--- src/hw/rtl/urr_pkg.sv ---
`timescale 1ns / 1ps

package urr_pkg;

  // Generator state and request data widths
  localparam int STATE_W = 48;
  localparam int DATA_W  = 32;
  localparam int DRAW_W  = 31;
  localparam int DRAW_LSB = STATE_W - DRAW_W;

  // drand48 recurrence constants
  localparam int MULT_W = 35;
  localparam logic [MULT_W-1:0]  LCG_MULT = 35'h5DEECE66D;
  localparam logic [STATE_W-1:0] LCG_INC  = 48'hB;

  // State is multiplied in chunks, one chunk per cycle
  localparam int CHUNK_W    = 16;
  localparam int NUM_CHUNKS = STATE_W / CHUNK_W;
  localparam int CHUNK_IDX_W = $clog2(NUM_CHUNKS);
  localparam int PROD_W     = CHUNK_W + MULT_W;

  // Remainder unit retires one dividend bit per cycle
  localparam int DIV_CNT_W = $clog2(DATA_W);

endpackage

--- src/hw/rtl/uniform_range_random_unit.sv ---
`timescale 1ns / 1ps

// Path: an inverted range goes straight to the output register; the full 32-bit span skips
//   the threshold; other ranges run threshold, draw, check and modulo, redrawing on each reject.
// Throughput: one request at a time; the input stalls until the result is registered.
//   The one-bit-per-cycle remainder unit (used for threshold and final modulo) sets it.
// Reset: synchronous active high; generator state returns to seed 0, output empties.
module uniform_range_random_unit (
  input  logic                          clk,
  input  logic                          rst,
  // seed register write port
  input  logic                          seed_write,
  input  logic [urr_pkg::STATE_W-1:0]   seed_data,
  // request channel
  input  logic                          in_valid,
  output logic                          in_stall,
  input  logic [urr_pkg::DATA_W-1:0]    range_low,
  input  logic [urr_pkg::DATA_W-1:0]    range_high,
  // result channel
  output logic                          out_valid,
  input  logic                          out_stall,
  output logic [urr_pkg::DATA_W-1:0]    value,
  output logic                          range_error
);

  typedef enum logic [2:0] {
    S_IDLE,    // wait for a request, take seed writes
    S_THRESH,  // remainder unit: (2^32 - span) mod span
    S_DRAW,    // chunked multiply advances the generator
    S_CHECK,   // rejection test on the fresh draw
    S_MOD,     // remainder unit: draw mod span
    S_DONE     // hand result to the output register
  } state_t;

  localparam logic [urr_pkg::DIV_CNT_W-1:0]   DIV_LAST = urr_pkg::DIV_CNT_W'(urr_pkg::DATA_W - 1);
  localparam logic [urr_pkg::CHUNK_IDX_W-1:0] MUL_LAST =
    urr_pkg::CHUNK_IDX_W'(urr_pkg::NUM_CHUNKS - 1);

  state_t                            state;
  logic [urr_pkg::STATE_W-1:0]       lcg_state;
  logic [urr_pkg::STATE_W-1:0]       acc;
  logic [urr_pkg::CHUNK_IDX_W-1:0]   mul_idx;
  logic [urr_pkg::DATA_W-1:0]        lo;
  logic [urr_pkg::DATA_W-1:0]        span;
  logic [urr_pkg::DATA_W-1:0]        thresh;
  logic [urr_pkg::DRAW_W-1:0]        draw;
  logic [urr_pkg::DATA_W-1:0]        div_shift;
  logic [urr_pkg::DATA_W-1:0]        div_rem;
  logic [urr_pkg::DIV_CNT_W-1:0]     div_cnt;
  logic [urr_pkg::DATA_W-1:0]        res_value;
  logic                              res_error;

  logic [urr_pkg::DATA_W-1:0]        span_in;
  logic [urr_pkg::DATA_W:0]          trial;
  logic [urr_pkg::DATA_W-1:0]        div_rem_next;
  logic [urr_pkg::CHUNK_W-1:0]       chunk;
  logic [urr_pkg::PROD_W-1:0]        partial;
  logic [urr_pkg::STATE_W-1:0]       acc_next;

  // Span wraps to 0 for the full 32-bit range
  assign span_in = range_high - range_low + urr_pkg::DATA_W'(1);

  // Hold the request side off for the whole life of an item
  assign in_stall = (state != S_IDLE);

  // Shared restoring remainder step: shift in one dividend bit, subtract span if it fits.
  // The running remainder stays below span, so the trial fits in one extra bit.
  assign trial = {div_rem, div_shift[urr_pkg::DATA_W-1]};
  always_comb begin
    if (trial >= {1'b0, span}) begin
      div_rem_next = urr_pkg::DATA_W'(trial - {1'b0, span});
    end else begin
      div_rem_next = trial[urr_pkg::DATA_W-1:0];
    end
  end

  // Generator multiply: one 16-bit chunk of the state times the multiplier per cycle,
  // truncated to 48 bits, then shifted into place and accumulated.
  assign chunk    = lcg_state[urr_pkg::CHUNK_W*mul_idx +: urr_pkg::CHUNK_W];
  assign partial  = {{urr_pkg::MULT_W{1'b0}}, chunk} *
                    {{urr_pkg::CHUNK_W{1'b0}}, urr_pkg::LCG_MULT};
  assign acc_next = acc + (urr_pkg::STATE_W'(partial) << (urr_pkg::CHUNK_W * mul_idx));

  always_ff @(posedge clk) begin
    if (rst) begin
      state       <= S_IDLE;
      lcg_state   <= '0;
      out_valid   <= 1'b0;
    end else begin
      // load a finished result when the output register is free or being emptied,
      // drop it once the consumer takes the transfer
      if ((state == S_DONE) && (!out_valid || !out_stall)) begin
        out_valid <= 1'b1;
      end else if (out_valid && !out_stall) begin
        out_valid <= 1'b0;
      end

      case (state)
        S_IDLE: begin
          if (seed_write) begin
            lcg_state <= seed_data;
          end
          if (in_valid) begin
            lo        <= range_low;
            span      <= span_in;
            if (range_low > range_high) begin
              // inverted range: flag it and leave the generator alone
              res_value <= '0;
              res_error <= 1'b1;
              state     <= S_DONE;
            end else begin
              res_error <= 1'b0;
              div_shift <= urr_pkg::DATA_W'(0) - span_in;
              div_rem   <= '0;
              div_cnt   <= '0;
              acc       <= urr_pkg::LCG_INC;
              mul_idx   <= '0;
              // full span needs no threshold
              state     <= (span_in == '0) ? S_DRAW : S_THRESH;
            end
          end
        end

        S_THRESH: begin
          div_rem   <= div_rem_next;
          div_shift <= div_shift << 1;
          div_cnt   <= div_cnt + 1'b1;
          if (div_cnt == DIV_LAST) begin
            thresh <= div_rem_next;
            state  <= S_DRAW;
          end
        end

        S_DRAW: begin
          acc     <= acc_next;
          mul_idx <= mul_idx + 1'b1;
          if (mul_idx == MUL_LAST) begin
            mul_idx   <= '0;
            lcg_state <= acc_next;
            draw      <= acc_next[urr_pkg::STATE_W-1:urr_pkg::DRAW_LSB];
            state     <= S_CHECK;
          end
        end

        S_CHECK: begin
          if (span == '0) begin
            res_value <= lo + {1'b0, draw};
            state     <= S_DONE;
          end else if ({1'b0, draw} < thresh) begin
            // reject and draw again
            acc     <= urr_pkg::LCG_INC;
            mul_idx <= '0;
            state   <= S_DRAW;
          end else begin
            div_shift <= {1'b0, draw};
            div_rem   <= '0;
            div_cnt   <= '0;
            state     <= S_MOD;
          end
        end

        S_MOD: begin
          div_rem   <= div_rem_next;
          div_shift <= div_shift << 1;
          div_cnt   <= div_cnt + 1'b1;
          if (div_cnt == DIV_LAST) begin
            res_value <= lo + div_rem_next;
            state     <= S_DONE;
          end
        end

        S_DONE: begin
          // advance only when the output register is free or being emptied
          if (!out_valid || !out_stall) begin
            value       <= res_value;
            range_error <= res_error;
            state       <= S_IDLE;
          end
        end

        default: begin
          state <= S_IDLE;
        end
      endcase
    end
  end

  // An inverted range must not move the generator
  assert property (@(posedge clk) disable iff (rst)
    (in_valid && !in_stall && (range_low > range_high) && !seed_write)
      |=> (lcg_state == $past(lcg_state)))
    else $error("generator state changed on inverted range");

  // The remainder unit must end below the divisor
  assert property (@(posedge clk) disable iff (rst)
    ((state == S_MOD) && (div_cnt == DIV_LAST)) |=> (div_rem < span))
    else $error("remainder not below span");

  // A threshold is always below the span it was taken from
  assert property (@(posedge clk) disable iff (rst)
    ((state == S_THRESH) && (div_cnt == DIV_LAST)) |=> (thresh < span))
    else $error("rejection threshold not below span");

  // A new result is only loaded out of the done state
  assert property (@(posedge clk) disable iff (rst)
    $rose(out_valid) |-> ($past(state) == S_DONE))
    else $error("result appeared outside the done state");

endmodule

--- config.mk ---
export PLATFORM = sky130hd
export DESIGN_NAME = uniform_range_random_unit
export DESIGN_NICKNAME = d
export VERILOG_FILES = /design/src/hw/rtl/urr_pkg.sv /design/src/hw/rtl/uniform_range_random_unit.sv
export SDC_FILE = /design/constraint.sdc
export NUM_CORES = 2
export LEC_CHECK = 0
export BUFFER_PORTS_ARGS = -buffer_cell sky130_fd_sc_hd__buf_4
export CORE_MARGIN = 3
export CORE_UTILIZATION = 65
export DETAILED_ROUTE_END_ITERATION = 10
export GPL_TIMING_DRIVEN = 0
export PLACE_DENSITY = 0.83
export RECOVER_POWER = 50
export SLEW_MARGIN = 10
export SYNTH_ARGS = -nofsm -noshare
export SYNTH_HDL_FRONTEND = slang
export SYNTH_SLANG_ARGS = --single-unit
--- constraint.sdc ---
create_clock -name clk -period 19.7 [get_ports clk]
set_input_delay 3.94 -clock clk [delete_from_list [all_inputs] [get_ports clk]]
set_output_delay 3.94 -clock clk [all_outputs]
set_load 0.01 [all_outputs]
## Yosys cells after proc, flatten, opt, wreduce, memory -nomap -nowiden

Cells that the tools add are included.

| operators by class | value |
|---|---|
| shifts and indexed selects | 2 |
| $lt $le $gt $ge | 3 |
| mux-type cells | 48 |
| reductions and logical operators | 24 |
| multiply operators | 1 |
| bitwise logic cells | 1 |
| eq/ne operators | 19 |
| add/subtract/negate cells | 9 |

Operators by type and width:

| cell | number |
|---|---|
| $mux W32 | 13 |
| $mux W48 | 6 |
| $pmux W32 S3 | 3 |
| $pmux W48 S3 | 1 |
| $pmux W48 S2 | 1 |
| $logic_not A32 Y1 | 2 |
| $sub A32 B32 Y32 | 2 |
| $add A48 B48 Y48 | 1 |
| $mul A16 B35 Y48 const B | 1 |
| $shiftx A48 B7 Y16 | 1 |
| $shl A48 B6 Y48 | 1 |
| $ge A33 B32 Y1 | 1 |
| $add A32 B1 Y32 const B | 1 |
| $add A32 B31 Y32 | 1 |
| $add A32 B32 Y32 | 1 |
| $gt A32 B32 Y1 | 1 |
| $lt A31 B32 Y1 | 1 |
| $sub A1 B32 Y32 const A | 1 |
| $mux W3 | 8 |
| $ne A2 B2 Y1 const B | 11 |
| $mux W5 | 4 |
| $pmux W3 S6 | 1 |
| $reduce_and A6 Y1 | 3 |
| $pmux W5 S3 | 1 |
| other kinds (21) | 40 |

| word-level totals | value |
|---|---|
| output and inout bits | 35 |
| logic and storage cells | 123 |
| flip-flop bits (word level) | 364 |

## Longest topological paths before layout

| logic depth | value |
|---|---|
| depth in word-level cells | 7 |
| gate-level depth with buffers | 42 |
| mapped depth without buffers | 39 |

## Worst setup path after synthesis

Ideal clock, no wire load.

| path | value |
|---|---|
| kind | input to register |
| start point | in range_low[25] (netlist bit) |
| end point | reg div_cnt[0] (netlist bit) (enable) |
| stages on the path | 11 |
| setup time | 606 ps |
| slack | 8332 ps |
| arrival time | 10762 ps |
| required time | 19094 ps |
| cells stage by stage | inv_1 -> ha_1 -> a21o_1 -> a21o_1 -> a21o_1 -> a21o_1 -> a21oi_1 -> o21ai_0 -> nor3_1 -> a21oi_1 -> a221oi_1 |

| on the way | value |
|---|---|
| word-level cells in the longest chain between the ends | 3 |

Ends and longest elaborated chain:

| item | RTL line | RTL |
|---|---|---|
| from (decl) | uniform_range_random_unit.sv:17 | `input logic [urr_pkg::DATA_W-1:0] range_low,` |
| $gt A32 B32 Y1 | uniform_range_random_unit.sv:106 | `if (range_low > range_high) begin` |
| $ne A2 B2 Y1 (no source line) | -- |  |
| $reduce_and A6 Y1 (no source line) | -- |  |
| to (signal assigned) | uniform_range_random_unit.sv:127 | `div_cnt <= div_cnt + 1'b1;` |
| to (signal assigned) | uniform_range_random_unit.sv:165 | `div_cnt <= div_cnt + 1'b1;` |
| to (decl) | uniform_range_random_unit.sv:49 | `logic [urr_pkg::DIV_CNT_W-1:0] div_cnt;` |

No other way between the ends.
A chain may end at the register's enable or synchronous reset.

## Worst setup path after layout

| path | value |
|---|---|
| start point | reg mul_idx[0] (netlist bit) |
| end point | reg acc[47] (netlist bit), data pin |

| on the way | value |
|---|---|
| word-level cells in the longest chain between the ends | 5 |

Ends and longest elaborated chain:

| item | RTL line | RTL |
|---|---|---|
| from (decl) | uniform_range_random_unit.sv:42 | `logic [urr_pkg::CHUNK_IDX_W-1:0] mul_idx;` |
| from (signal assigned) | uniform_range_random_unit.sv:136 | `mul_idx <= mul_idx + 1'b1;` |
| $shiftx A48 B7 Y16 | uniform_range_random_unit.sv:79 | `assign chunk = lcg_state[urr_pkg::CHUNK_W*mul_idx +: urr_pkg::CHUNK_W];` |
| $mul A16 B35 Y48 | uniform_range_random_unit.sv:80 | `assign partial = {{urr_pkg::MULT_W{1'b0}}, chunk} *` |
| $shl A48 B6 Y48 (*) | uniform_range_random_unit.sv:82 | `assign acc_next = acc + (urr_pkg::STATE_W'(partial) << (urr_pkg::CHUNK_W * mul_idx));` |
| $add A48 B48 Y48 (*) | uniform_range_random_unit.sv:82 |  |
| $pmux W48 S3 (*) | uniform_range_random_unit.sv:98 | `case (state)` |
| to (signal assigned) | uniform_range_random_unit.sv:116 | `acc <= urr_pkg::LCG_INC;` |
| to (signal assigned) | uniform_range_random_unit.sv:135 | `acc <= acc_next;` |
| to (signal assigned) | uniform_range_random_unit.sv:151 | `acc <= urr_pkg::LCG_INC;` |
| to (decl) | uniform_range_random_unit.sv:41 | `logic [urr_pkg::STATE_W-1:0] acc;` |

Every way passes the cells marked *; elsewhere a longest branch is shown, timed or not.

==> results.cfg <==
[floorplan]
die_h_um = 236.6
core_mm2 = 0.05192
pin_count = 152
die_area_mm2 = 0.05596
initial_core_util_pct = 66.54
dieWidth_um = 236.6
rows = 83

[timing]
finalClockSkew_ns = 0.02009
finalHoldViolations = 0
grt_setup_unrepaired = no
slew_headroom_pct = -67.06
finalSetupViolCount = 0
post-route-period-util_pct = 63.19
post-route-min-period_ns = 12.45
finalMaxSlewViolations = 133
worst_pin_slew_ns = 2.497
clock.fmax_mhz = 80.33
tns_ns = 0

[yosys]
async_flop_share_pct = 0
yosysSeqAreaShare_pct = 30.13
synth_nets = 4412
avgSynthCellArea_um2 = 9.427
synth-edff-count = 312
syn_area_mm2 = 0.03455
postSynthCellCount = 3665
synth_ff_type = edfxtp_1
yosys_warnings = 0
ys_ff_latch = 364
yosysUniqueCellTypes = 88

[clock_network]
cts_inserted_buffers = 40
clkSlewWorstSetupHoldPaths_ns = 0.06
cts_root_buf = clkbuf_16
tritoncts = built
clkLatencyLatePin_ns = 0.58
h-tree-depth = 2
post_cts_buffers = 0
holdBufCountCts = 0
ctsResizeCount = 0
cts_sinks = 364
cts_buffer_depth = 3

[worst_setup_path]
cp_max_fo = 10
startpoint_type = flip-flop
cp_slowest_cell = clkbuf_1
r2r-start = mul_idx[0]
critPathCaptureType = flip-flop
worstPathArrival_ns = 12.75
cpPeakStageDelay_ns = 0.71
critical_path_class = flip-flop to flip-flop
crit_top_cell = inv_1
required_ns = 20.00
crit_path_start = mul_idx[0]

[place]
io_buffers = 151
finalWeightedCongestion = 1.058
hpwl_um = 87580

[status]
status = finished, violations left
violations = max-capacitance violations, max-slew violations

[grt]
grt_max_degree = 35
grt_pass1_vias = 28260
grt_overflow = 0
grt_first_pass_wirelength_um = 162200
antenna_found_initial = 4
grt_use_total_pct = 37.69

[drt]
drcViolationCount = 0
dr.pass1.iters = 6
drt_iter0_drc = 2801
vias_per_cell = 6.299
routedWlPerCell_um = 23.21
ant_nets = 0
wirelength_um = 106600
via_count = 28940

[finish]
syn2layout_area_growth_pct = 9.738
final_nets = 4627
layout_commonest_cell = inv_1
final_cell_mix = 589 x inv_1, 397 x ha_1, 312 x edfxtp_1
drive_gt1_share_pct = 6.161

[flow_run]
drv_cap = 4

[hold_path]
hold_start = res_error
min-delay-path-class = flip-flop to flip-flop
## through the flow
stage / cells / area (µm²) / util [%] / setup WS [ns] / hold WS (ns)
2_1_floorplan: 3665 / 34550 / - / 8.332 / 0.4003
3_3_place_gp: 4496 / 36540 / 70.36 / 4.667 / 0.4004
3_5_place_dp: 4518 / 36790 / 70.86 / 7.652 / 0.4045
4_1_cts: 4592 / 38200 / 73.58 / 7.570 / 0.4126
5_1_grt: 4592 / 37910 / 73.00 / 6.840 / 0.4202
6_report: 4595 / 37920 / 73.02 / 7.251 / 0.4082
## cells in the mapped netlist (84+ instances only)
library cell  number  area [µm²]
ha_1             397        4967
edfxtp_1         312        9369
nand2_1          257       964.7
clkbuf_1          91       341.6
xnor2_1           98       858.3
nor2_1           267        1002
inv_1            589        2211
fa_1             233        4664
a21oi_1          219        1096
o21ai_0          199       996.0
a21o_1           135        1013
xor2_1            84       735.7
## flip-flops by register name, summed over array words and instances (netlist names), 5 cells and up
name / cells
draw: 31
div_cnt: 5
div_rem: 32
thresh: 32
lcg_state: 48
span: 32
lo: 32
acc: 48
div_shift: 32
value: 32
res_value: 32
## cells by family after synthesis
group / Yosys count / share of synthesized area (%)
AND/OR/NAND/NOR: 881 / 12.04
multiplexers: 47 / 1.372
AO/OA/AOI/OAI: 866 / 16.38
XOR/XNOR: 182 / 4.614
flip-flops: 364 / 30.13
adder cells (fa/ha/maj): 630 / 27.88
buffers and inverters: 695 / 7.587
## worst max-delay path, delay by kind of cell (launching register included)
| kind | cells | cell delay, ns |
|---|---|---|
| fa+ha+maj | 8 | 4.02 |
| xor+xnor | 1 | 0.25 |
| buf+inv | 10 | 2.32 |
| flops | 1 | 0.32 |
| mux | 2 | 0.49 |
| simple gates | 5 | 1.26 |
| compound gates | 10 | 3.46 |
## routing by layer
layer  global-route usage (%)  vias to the layer above  part of all wire (%)
met5                        0                        -                 0.026
met4                    22.12                        4                   7.3
met3                    7.664                      371                    10
met2                    59.68                     1609                    45
met1                    48.18                    13840                    38
li1                         -                    13120                     -
## worst paths after layout
check           endpoint  slack [ns]  cells past startpoint
max              acc[47]        7.25                     36
min          range_error        0.41                      0
max reg2reg      acc[47]        7.25                     36
min reg2reg  range_error        0.41                      0
## layout make-up
| cell class | count | area (µm²) |
|---|---|---|
| Clock inverter | 27 | 364.1 |
| Timing Repair Buffer | 173 | 1059 |
| Buffer | 103 | 397.9 |
| Fill cell | 3920 | 14010 |
| Clock buffer | 47 | 1047 |
| Antenna cell | 3 | 7.507 |
| Tap cell | 680 | 850.8 |
| Inverter | 592 | 2222 |
| Multi-Input combinational cell | 2606 | 21560 |
| Sequential cell | 364 | 10410 |
Power is not shown: default switching activity piles up to over one toggle a cycle in this logic, so the estimate is an artifact.
